**config.mk**
```make
export PLATFORM = sky130hd
export DESIGN_NAME = bmf_controller
export DESIGN_NICKNAME = d
export VERILOG_FILES = /design/src/design/bmf_pkg.sv /design/src/design/bmf_controller.sv
export SDC_FILE = /design/constraint.sdc
export NUM_CORES = 1
export LEC_CHECK = 0
export BUFFER_PORTS_ARGS = -buffer_cell sky130_fd_sc_hd__buf_2
export CORE_MARGIN = 1
export CORE_UTILIZATION = 36
export DETAILED_ROUTE_END_ITERATION = 6
export GPL_ROUTABILITY_DRIVEN = 1
export PLACE_DENSITY = 0.83
export SETUP_SLACK_MARGIN = 0.5
export SLEW_MARGIN = 20
export SYNTH_ARGS = -nofsm -noshare
export SYNTH_HDL_FRONTEND = slang
export SYNTH_SLANG_ARGS = --single-unit
export TNS_END_PERCENT = 30
```
**constraint.sdc**
```tcl
create_clock -name clock -period 1.9 [get_ports clock]
set_clock_uncertainty 0.15 [all_clocks]
set_input_delay 0.38 -clock clock [delete_from_list [all_inputs] [get_ports clock]]
set_output_delay 0.38 -clock clock [all_outputs]
set_load 0.005 [all_outputs]
```
**src/design/bmf_pkg.sv**
```systemverilog
// ----------------------------------------------------------------------------
// bmf_pkg
// Shared constants, register indexes and the command struct that passes
// from the controller to the datapath of the block median filter.
// ----------------------------------------------------------------------------
package bmf_pkg;

   localparam int SAMPLES      = 10;
   localparam int SAMPLE_WIDTH = 24;
   localparam int MEDIAN_POS   = (SAMPLES + 1) / 2;
   localparam int CNT_W        = $clog2(SAMPLES);
   localparam int SUM_W        = SAMPLE_WIDTH + $clog2(SAMPLES);
   localparam int MAG_W        = SUM_W - 1;
   localparam int RECIP_SHIFT  = MAG_W + $clog2(SAMPLES);
   localparam int RECIP_W      = SUM_W;
   localparam int PROD_W       = MAG_W + RECIP_W;
   localparam int CSR_INDEX_W  = 1;
   localparam int CSR_DATA_W   = SAMPLE_WIDTH;

   localparam logic [RECIP_W-1:0] RECIP_MULT =
      RECIP_W'(((64'd1 << RECIP_SHIFT) + 64'(SAMPLES) - 64'd1) / 64'(SAMPLES));

   localparam logic [CSR_INDEX_W-1:0] REG_FILTER_MODE   = 1'd0;
   localparam logic [CSR_INDEX_W-1:0] REG_BASE_ALTITUDE = 1'd1;

   localparam logic MODE_MEDIAN = 1'b0;
   localparam logic MODE_MEAN   = 1'b1;

   typedef struct packed {
      logic             load_diff;
      logic             insert;
      logic [CNT_W-1:0] fill;
      logic             div_start;
      logic             div_step;
      logic             load_result;
      logic             use_mean;
   } dp_cmd_type;

endpackage

```
**src/design/bmf_controller.sv**
```systemverilog
// ----------------------------------------------------------------------------
// bmf_controller
// Sequencer for the block median filter: input handshake, fill count,
// divider steps, mode register and the result valid flag.
// ----------------------------------------------------------------------------
module bmf_controller (
   input  logic                            clock,
   input  logic                            reset,
   input  logic                            req_tvalid,
   output logic                            req_tready,
   output logic                            rsp_tvalid,
   input  logic                            rsp_tready,
   input  logic                            csr_we,
   input  logic [bmf_pkg::CSR_INDEX_W-1:0] csr_index,
   input  logic [bmf_pkg::CSR_DATA_W-1:0]  csr_wdata,
   output bmf_pkg::dp_cmd_type             cmd
);
   import bmf_pkg::*;

   typedef enum logic [2:0] {
      S_IDLE,
      S_INSERT,
      S_WRAP,
      S_DIVIDE,
      S_EMIT
   } state_type;

   state_type         state_ff;
   logic [CNT_W-1:0]  fill_ff;
   logic              mode_ff;
   logic              pick_mean_ff;
   logic              rsp_valid_ff;
   logic              out_free;

   assign out_free   = !rsp_valid_ff || rsp_tready;
   assign req_tready = (state_ff == S_IDLE);
   assign rsp_tvalid = rsp_valid_ff;

   always_comb begin
      cmd             = '0;
      cmd.fill        = fill_ff;
      cmd.use_mean    = pick_mean_ff;
      cmd.load_diff   = (state_ff == S_IDLE) && req_tvalid;
      cmd.insert      = (state_ff == S_INSERT);
      cmd.div_start   = (state_ff == S_WRAP) && (pick_mean_ff == MODE_MEAN);
      cmd.div_step    = (state_ff == S_DIVIDE);
      cmd.load_result = (state_ff == S_EMIT) && out_free;
   end

   always_ff @(posedge clock) begin
      if (reset) begin
         state_ff     <= S_IDLE;
         fill_ff      <= '0;
         mode_ff      <= MODE_MEDIAN;
         pick_mean_ff <= MODE_MEDIAN;
         rsp_valid_ff <= 1'b0;
      end else begin
         if (csr_we && csr_index == REG_FILTER_MODE) begin
            mode_ff <= csr_wdata[0];
         end
         if (state_ff == S_EMIT && out_free) begin
            rsp_valid_ff <= 1'b1;
         end else if (rsp_tready) begin
            rsp_valid_ff <= 1'b0;
         end
         case (state_ff)
            S_IDLE: begin
               if (req_tvalid) begin
                  state_ff <= S_INSERT;
               end
            end
            S_INSERT: begin
               if (fill_ff == CNT_W'(SAMPLES - 1)) begin
                  fill_ff      <= '0;
                  pick_mean_ff <= mode_ff;
                  state_ff     <= S_WRAP;
               end else begin
                  fill_ff  <= fill_ff + CNT_W'(1);
                  state_ff <= S_IDLE;
               end
            end
            S_WRAP: begin
               state_ff <= (pick_mean_ff == MODE_MEAN) ? S_DIVIDE : S_EMIT;
            end
            S_DIVIDE: begin
               state_ff <= S_EMIT;
            end
            S_EMIT: begin
               if (out_free) begin
                  state_ff <= S_IDLE;
               end
            end
            default: begin
               state_ff <= S_IDLE;
            end
         endcase
      end
   end

endmodule

```
==> impl_metrics.yaml, run 1 <==
status:
  outcome: "completed"
grt:
  grt_pass1_vias: 461
  grt.total_usage_pct: 18.7
  grt_remaining_overflow: 0
  grt_use_met1_pct: 22.0
  grt_max_degree: 12
  grt_pass1_wl_mm: 1.95
  gr-max-usage-layer: "met2"
  grt_use_met3_pct: 2.27
  antenna_found_initial: 0
  met2_usage_pct: 31.1
clock_network:
  tritoncts: "done"
  cts_buffer_depth: 2
  cts_sinks: 10
  clock-root-buffer: "clkbuf_4"
  cts_buffers: 3
  htreeDepth: 1
  clkTransAtPathRegs_ns: 0.07
  hold_buffers: 0
  clk_latency_ns: 0.26
power_and_ir_drop:
  leakagePower_nw: 0.330
  ir_drop_v: 0.000372
  power_density_nw_per_um2: 583
worst_setup_path:
  cp_max_fo: 6
  required_ns: 1.37
  critPathKind: "register to primary output"
  cp-start-kind: "register"
  reg2reg_slack_ns: 0.36
  end_kind: "primary output"
  worstPathArrival_ns: 1.13
layout:
  seqCellArea_um2: 213
  diodes: 0
  synthToLayoutAreaGrowth_pct: 51.2
  nets: 116
  stdcell_area_um2: 776
  drive_gt1_share_pct: 55.3
  nFillCells: 107
  utilization_pct: 58.9
  multi_input_area_um2: 332
sta:
  finalSetupViolCount: 0
  finalHoldViolCount: 0
  fin_crit_sh_pct: 87.3
  worst_pin_slew_ns: 0.330
  min_period_ns: 1.66
  tns_ns: 0
  grt_setup_unrepaired: "yes"
  relSlewSlack_pct: 78.0
  drv_slew: 0
  clock.fmax_mhz: 603
  timing.final.ws_setup_ns: 0.242
synthesis:
  synthTopCellsByCount: "10 x dfxtp_1, 7 x nor2_1, 4 x a21oi_1, 4 x nor2b_1"
  async_flop_share_pct: 0
  synth_fp_nets: 86
  synthDistinctLibCells: 26
  netlist_top_cells_area: "dfxtp_1 39%, nand4bb_4 5.4%, nor2_1 5.1%"
  synth_seq_cells: 10
  synth_area_um2: 513
  synth-main-ff-cell: "dfxtp_1"
  ys_warn_count: 0
  synth_most_common_cell: "dfxtp_1"
  seq_area_frac_synth_pct: 39.0
  synth_cells: 56
  synth.avg_cell_area_um2: 9.16
  netlist.area_leader.share_pct: 39.0
  synth-edff-count: 0
  yosysTopAreaCell: "dfxtp_1"
placement:
  place_ws_ns: 0.372
  placed_area_um2: 603
  port_buffers: 18
  dp_hpwl_um: 773
  gp_congestion: 0.748
die:
  die_height_um: 39.8
  ios: 42
  dieWidth_um: 39.8
  fp.dieArea_um2: 1580
  row_count: 13
  coreArea_um2: 1320
  start_util_pct: 38.9
routing:
  drc_errors: 0
  dr.first_iter.drc_count: 11
  vias_per_cell: 4.97
  wl_per_cell_um: 12.2
  firstDrtPassIters: 4
  drt_wl_total_mm: 1.22
  vias: 497
  postRouteAntennaNets: 0
min_path:
  hp-class: "input pin to register"
job:
  maxCapViolCount: 0
-- flip-flops by register name, indices dropped and copies added (netlist names) --
signal and count:
state_ff 3, mode_ff 1, pick_mean_ff 1, rsp_tvalid 1
fill_ff 4
-- cells in the final DEF (no fill, tap or decap) --
cell	count
nor2b_2	1
or4_1	1
clkbuf_8	1
and3b_1	1
a2111oi_2	1
a221oi_1	1
nand4bb_4	1
dfxtp_4	3
a32oi_1	1
nor3b_4	2
buf_6	1
mux2i_1	2
xnor2_1	1
nor3b_1	1
a21oi_1	4
and2_1	1
nor2b_4	1
dfxtp_1	6
buf_4	9
inv_1	2
nand2b_1	2
o21ba_2	1
and2_2	1
o21ai_0	1
dfxtp_2	1
nor3_2	1
buf_2	18
nand2b_4	1
or3_1	2
a211o_1	1
nor2b_1	2
nand2_1	3
nor2_2	1
clkbuf_4	3
nor2_1	6
-- cell families after synthesis --
logic type / synth area share [%]
AND/OR/NAND/NOR: 35.4
buffers and inverters: 5.12
AO/OA/AOI/OAI: 14.9
multiplexers: 3.90
flip-flops: 39.0
XOR/XNOR: 1.71
-- critical path, cell delays in order, from the launching register on --
cell	delay, ns
dfxtp_4	0.37
nand2b_4	0.16
nor3b_4	0.19
buf_2	0.14
-- cell type report --
class	instances	share of cell area, %
timing repair buffer	28	21.8
multi-input combinational	41	42.7
tap	15	2.42
clock buffer	4	4.68
inverter	2	0.968
sequential	10	27.4
-- metal layers --
metal | vias to the layer above | share of wire [%]
met4 | 0 | 0.90
met3 | 2 | 4.4
met2 | 17 | 52
met5 | - | 0
li1 | 254 | -
met1 | 224 | 42
-- timing repair --
action                                  in CTS  in global routing
hold endpoints to repair                     0                  0
setup buffers                                9                  1
pin swaps                                    2                  0
endpoints found under the setup margin      10                 14
resized for setup                           14                  4
-- power by group --
| part | internal (mW) | leakage [nW] | switching, mW | total, mW |
|---|---|---|---|---|
| combinational | 0.0258 | 0.225 | 0.0173 | 0.0431 |
| clock | 0.116 | 0.0210 | 0.0748 | 0.191 |
| sequential | 0.211 | 0.0839 | 0.00688 | 0.218 |
-- per-stage QoR --
stage / std cells / power [mW] / hold slack [ns]
after global routing: 100 / 0.475 / 0.213
final: 100 / 0.452 / 0.223
after detailed placement: 86 / 0.261 / 0.327
after floorplan: 56 / 0.246 / 0.301
after CTS: 99 / 0.456 / 0.221
after global placement: 86 / 0.259 / 0.318
-- worst paths after layout --
| kind | startpoint | endpoint | cells after the start |
|---|---|---|---|
| max reg2reg | state_ff[0] | fill_ff[3] | 5 |
| max | state_ff[0] | cmd[3] | 3 |
| min reg2reg | mode_ff | pick_mean_ff | 2 |
| min | csr_wdata[0] | mode_ff | 3 |
No activity file was read; power rests on OpenSTA's default activity.
==> run 2: changes to the inputs <==
--- a/config.mk
+++ b/config.mk
@@ -10,6 +10,7 @@
 export CORE_UTILIZATION = 36
 export DETAILED_ROUTE_END_ITERATION = 6
 export GPL_ROUTABILITY_DRIVEN = 1
+export GPL_TIMING_DRIVEN = 0
 export PLACE_DENSITY = 0.83
 export SETUP_SLACK_MARGIN = 0.5
 export SLEW_MARGIN = 20
==> run 2 against run 1 <==
Compared with the run above:
- sequential power about the same
- critical endpoint is now cmd[9]
- clock-buffer cell count stayed put
- clock power about the same
- via count is the same
- worst hold slack lost 0.025 ns
- fmax shrank 0.71%
- cell count unchanged
- combinational power up 5.3%
- worst setup slack worse by 0.012 ns
==> impl_metrics.yaml, run 2 (synthesis gave the netlist of run 1 again) <==
layout:
  nets: 116
  top_register: "fill_ff"
  seqCellArea_um2: 208
  multi_input_area_um2: 313
  layout_commonest_cell: "buf_2"
  nFillCells: 129
  diodes: 0
  final_cell_mix: "18 x buf_2, 7 x nor2_1, 7 x buf_4"
  largest_register_ffs: 4
  synthToLayoutAreaGrowth_pct: 46.6
  drive_gt1_share_pct: 50.6
  reg_top3: "fill_ff: 4 flops, state_ff: 3 flops"
power_and_ir_drop:
  ir_drop_v: 0.000345
  power_density_nw_per_um2: 609
  leakagePower_nw: 0.330
worst_setup_path:
  cp_max_fo: 5
  cp-start-kind: "register"
  r2r_cells: 5
  critPathKind: "register to primary output"
  end_kind: "primary output"
  worstPathArrival_ns: 1.14
  required_ns: 1.37
routing:
  vias_per_cell: 4.97
  firstDrtPassIters: 4
  drc_errors: 0
  postRouteAntennaNets: 0
  drt_wl_total_mm: 1.17
  wl_per_cell_um: 11.7
  vias: 497
  dr.first_iter.drc_count: 7
clock_network:
  htreeDepth: 1
  clock-root-buffer: "clkbuf_4"
  clkTransAtPathRegs_ns: 0.07
  cts_buffer_depth: 2
  cts_sinks: 10
  cts_buffers: 3
  hold_buffers: 0
  clk_latency_ns: 0.27
  tritoncts: "done"
grt:
  grt_pass1_vias: 371
  grt_pass1_wl_mm: 1.69
  antenna_found_initial: 0
  grt.total_usage_pct: 17.8
  grt_remaining_overflow: 0
  grt_max_degree: 11
placement:
  gp_congestion: 0.753
  dp_hpwl_um: 718
  port_buffers: 18
sta:
  min_period_ns: 1.67
  relSlewSlack_pct: 71.4
  finalSetupViolCount: 0
  worst_pin_slew_ns: 0.430
  finalHoldViolCount: 0
  finalHoldWorstSlack_ns: 0.198
  clock.fmax_mhz: 599
  drv_slew: 0
  grt_setup_unrepaired: "yes"
  tns_ns: 0
  fin_crit_sh_pct: 87.9
die:
  start_util_pct: 38.9
  dieWidth_um: 39.8
  fp.dieArea_um2: 1580
  die_height_um: 39.8
  row_count: 13
  coreArea_um2: 1320
  ios: 42
min_path:
  worstHoldPathCells: 3
  hp-class: "input pin to register"
job:
  maxCapViolCount: 0
status:
  outcome: "completed"
-- run 2: changes by cell type in the layout (fill, tap and decap cells not counted), sizes merged --
cell / before / now
clkbuf: 4 / 5
buf: 28 / 27
-- run 2: where the power goes --
part	leakage, nW	internal, mW	total (mW)	switching [mW]
clock	0.0210	0.117	0.192	0.0758
combinational	0.226	0.0271	0.0454	0.0182
sequential	0.0833	0.214	0.220	0.00627
-- run 2: area by class of cell --
cell class | count | share of cell area (%)
multi-input cells | 41 | 41.6
inverters | 2 | 0.998
clock buffers | 4 | 4.83
plain buffers | 3 | 3.00
well taps | 15 | 2.50
repair buffers | 25 | 19.5
flip-flops and latches | 10 | 27.6
-- run 2: worst max-delay path, cell delays in order (launching register included) --
cell and delay, ns:
dfxtp_4 0.36, buf_6 0.12, nor3_4 0.16, and2_1 0.13
buf_2 0.10
-- run 2: through the flow --
stage | cells | setup WS [ns] | power (mW) | util (%) | instance area [µm²]
6_report | 100 | 0.230 | 0.458 | 57.1 | 752
5_1_grt | 100 | 0.159 | 0.484 | 57.1 | 752
4_1_cts | 100 | 0.223 | 0.464 | 56.5 | 744
3_5_place_dp | 89 | 0.343 | 0.262 | 47.2 | 622
3_3_place_gp | 89 | 0.344 | 0.260 | 47.2 | 622
2_1_floorplan | 56 | 0.503 | 0.246 | - | 513
-- run 2: routing by layer --
layer	wire, µm	vias up	track usage (%)
met1	516	219	19.7
met3	84	4	10.8
met4	25	0	10.3
met2	541	18	25.4
li1	-	256	-
met5	0	-	0
-- run 2: repair_timing --
action,CTS,global route
resized for setup,10,2
setup endpoints to repair,10,16
endpoints found under the hold margin,0,0
setup buffers,7,0
pin swaps,3,1
-- run 2: worst paths after layout --
| path | start | endpoint | slack (ns) |
|---|---|---|---|
| max | state_ff[0] | cmd[9] | 0.23 |
| min | csr_wdata[0] | mode_ff | 0.20 |
| min reg2reg | mode_ff | pick_mean_ff | 0.32 |
| max reg2reg | state_ff[0] | fill_ff[3] | 0.37 |
==> run 3: changes to the inputs <==
--- a/config.mk
+++ b/config.mk
@@ -11,6 +11,7 @@
 export DETAILED_ROUTE_END_ITERATION = 6
 export GPL_ROUTABILITY_DRIVEN = 1
 export GPL_TIMING_DRIVEN = 0
+export MAX_ROUTING_LAYER = met4
 export PLACE_DENSITY = 0.83
 export SETUP_SLACK_MARGIN = 0.5
 export SLEW_MARGIN = 20
==> run 3 against run 2 <==
Compared with the run above:
- via count is the same
- design area is the same
- sequential share of layout area is the same
- sequential cell count is the same
==> impl_metrics.yaml, run 3 (synthesis gave the netlist of run 1 again) <==
layout:
  stdcell_area_um2: 752
  drive_gt1_share_pct: 50.6
  final_cells: 100
  layout_commonest_cell: "buf_2"
  nets: 116
  diodes: 0
  reg_top3: "fill_ff: 4 flops, state_ff: 3 flops"
  nFillCells: 129
  top_register: "fill_ff"
  synthToLayoutAreaGrowth_pct: 46.6
  final_cell_mix: "18 x buf_2, 7 x nor2_1, 7 x buf_4"
  utilization_pct: 57.1
  largest_register_ffs: 4
routing:
  drt_wl_total_mm: 1.17
  vias_per_cell: 4.97
  wl_per_cell_um: 11.7
  drc_errors: 0
  vias: 497
  firstDrtPassIters: 4
  postRouteAntennaNets: 0
  dr.first_iter.drc_count: 7
sta:
  timing.final.ws_setup_ns: 0.230
  tns_ns: 0
  finalHoldWorstSlack_ns: 0.198
  grt_setup_unrepaired: "yes"
  finalSetupViolCount: 0
  fin_crit_sh_pct: 87.9
  drv_slew: 0
  finalHoldViolCount: 0
  relSlewSlack_pct: 71.4
  min_period_ns: 1.67
  clock.fmax_mhz: 599
  worst_pin_slew_ns: 0.430
placement:
  dp_hpwl_um: 718
  place_ws_ns: 0.343
  port_buffers: 18
  gp_congestion: 0.762
  placed_area_um2: 622
  dpl.cell_count: 89
clock_network:
  hold_buffers: 0
  tritoncts: "done"
  clk_latency_ns: 0.27
  cts_buffers: 3
  htreeDepth: 1
  cts_sinks: 10
  clock-root-buffer: "clkbuf_4"
  cts_buffer_depth: 2
  clkTransAtPathRegs_ns: 0.07
worst_setup_path:
  slowest_stage: "dfxtp_4"
  cp_max_fo: 5
  crit_chain: "buf_6, nor3_4, and2_1, buf_2"
  required_ns: 1.37
  worstPathArrival_ns: 1.14
  end_kind: "primary output"
  cp-start-kind: "register"
  cpPeakStageDelay_ns: 0.36
  critPathKind: "register to primary output"
min_path:
  hp-class: "input pin to register"
die:
  start_util_pct: 38.9
  row_count: 13
  dieWidth_um: 39.8
  coreArea_um2: 1320
  die_height_um: 39.8
  ios: 42
  fp.dieArea_um2: 1580
power_and_ir_drop:
  ir_drop_v: 0.000345
  switching_share_pct: 21.9
  p_sw_uw: 100
  seqPwrFrac_pct: 48.1
  p_comb_share_pct: 9.9
  p_clk_share_pct: 42.0
  p_total_uw: 458
  power_density_nw_per_um2: 609
  leakagePower_nw: 0.330
  internal_power_uw: 358
job:
  maxCapViolCount: 0
grt:
  grt_max_degree: 11
  antenna_found_initial: 0
  grt_pass1_wl_mm: 1.68
  grt.total_usage_pct: 18.2
  grt_pass1_vias: 371
  grt_remaining_overflow: 0
status:
  outcome: "completed"
run 3: cell counts in the layout (fill, tap and decap cells not counted):
No cell type changed its count.
run 3: routing by layer:
layer,global-route usage [%],up-vias,routed length (µm)
met3,10.2,4,78
met1,20.1,219,522
met5,-,-,0
li1,-,256,-
met4,10.3,0,25
met2,25.4,18,541
run 3: what timing repair did:
item / 4_1_cts / 5_1_grt
buffers inserted: 7 / 0
setup endpoints to repair: 10 / 16
gates resized for setup: 10 / 2
pin swaps: 3 / 1
run 3: worst max-delay path, delay by kind of cell, from the launching register on:
| kind | cells | cell delay (ns) |
|---|---|---|
| DFF | 1 | 0.36 |
| and+or+nand+nor | 2 | 0.29 |
| buffers and inverters | 2 | 0.22 |
run 3: layout make-up:
type | instances | area (µm²) | area share (%)
well taps | 15 | 18.8 | 2.50
inverters | 2 | 7.51 | 0.998
plain buffers | 3 | 22.5 | 3.00
clock buffers | 4 | 36.3 | 4.83
multi-input cells | 41 | 313 | 41.6
flip-flops and latches | 10 | 208 | 27.6
repair buffers | 25 | 146 | 19.5
run 3: worst paths after layout:
path           startpoint            to  slack (ns)  depth (start not counted)
max           state_ff[0]        cmd[9]        0.23                          4
min          csr_wdata[0]       mode_ff        0.20                          3
max reg2reg   state_ff[0]    fill_ff[3]        0.37                          5
min reg2reg       mode_ff  pick_mean_ff        0.32                          2
run 3: power by group through the flow:
stage / logic, mW / clock network (mW) / registers [mW]
2_1_floorplan: 0.0202 / 0 / 0.225
3_3_place_gp: 0.0339 / 0 / 0.226
3_5_place_dp: 0.0353 / 0 / 0.227
4_1_cts: 0.0446 / 0.199 / 0.220
5_1_grt: 0.0508 / 0.213 / 0.221
6_report: 0.0454 / 0.192 / 0.220
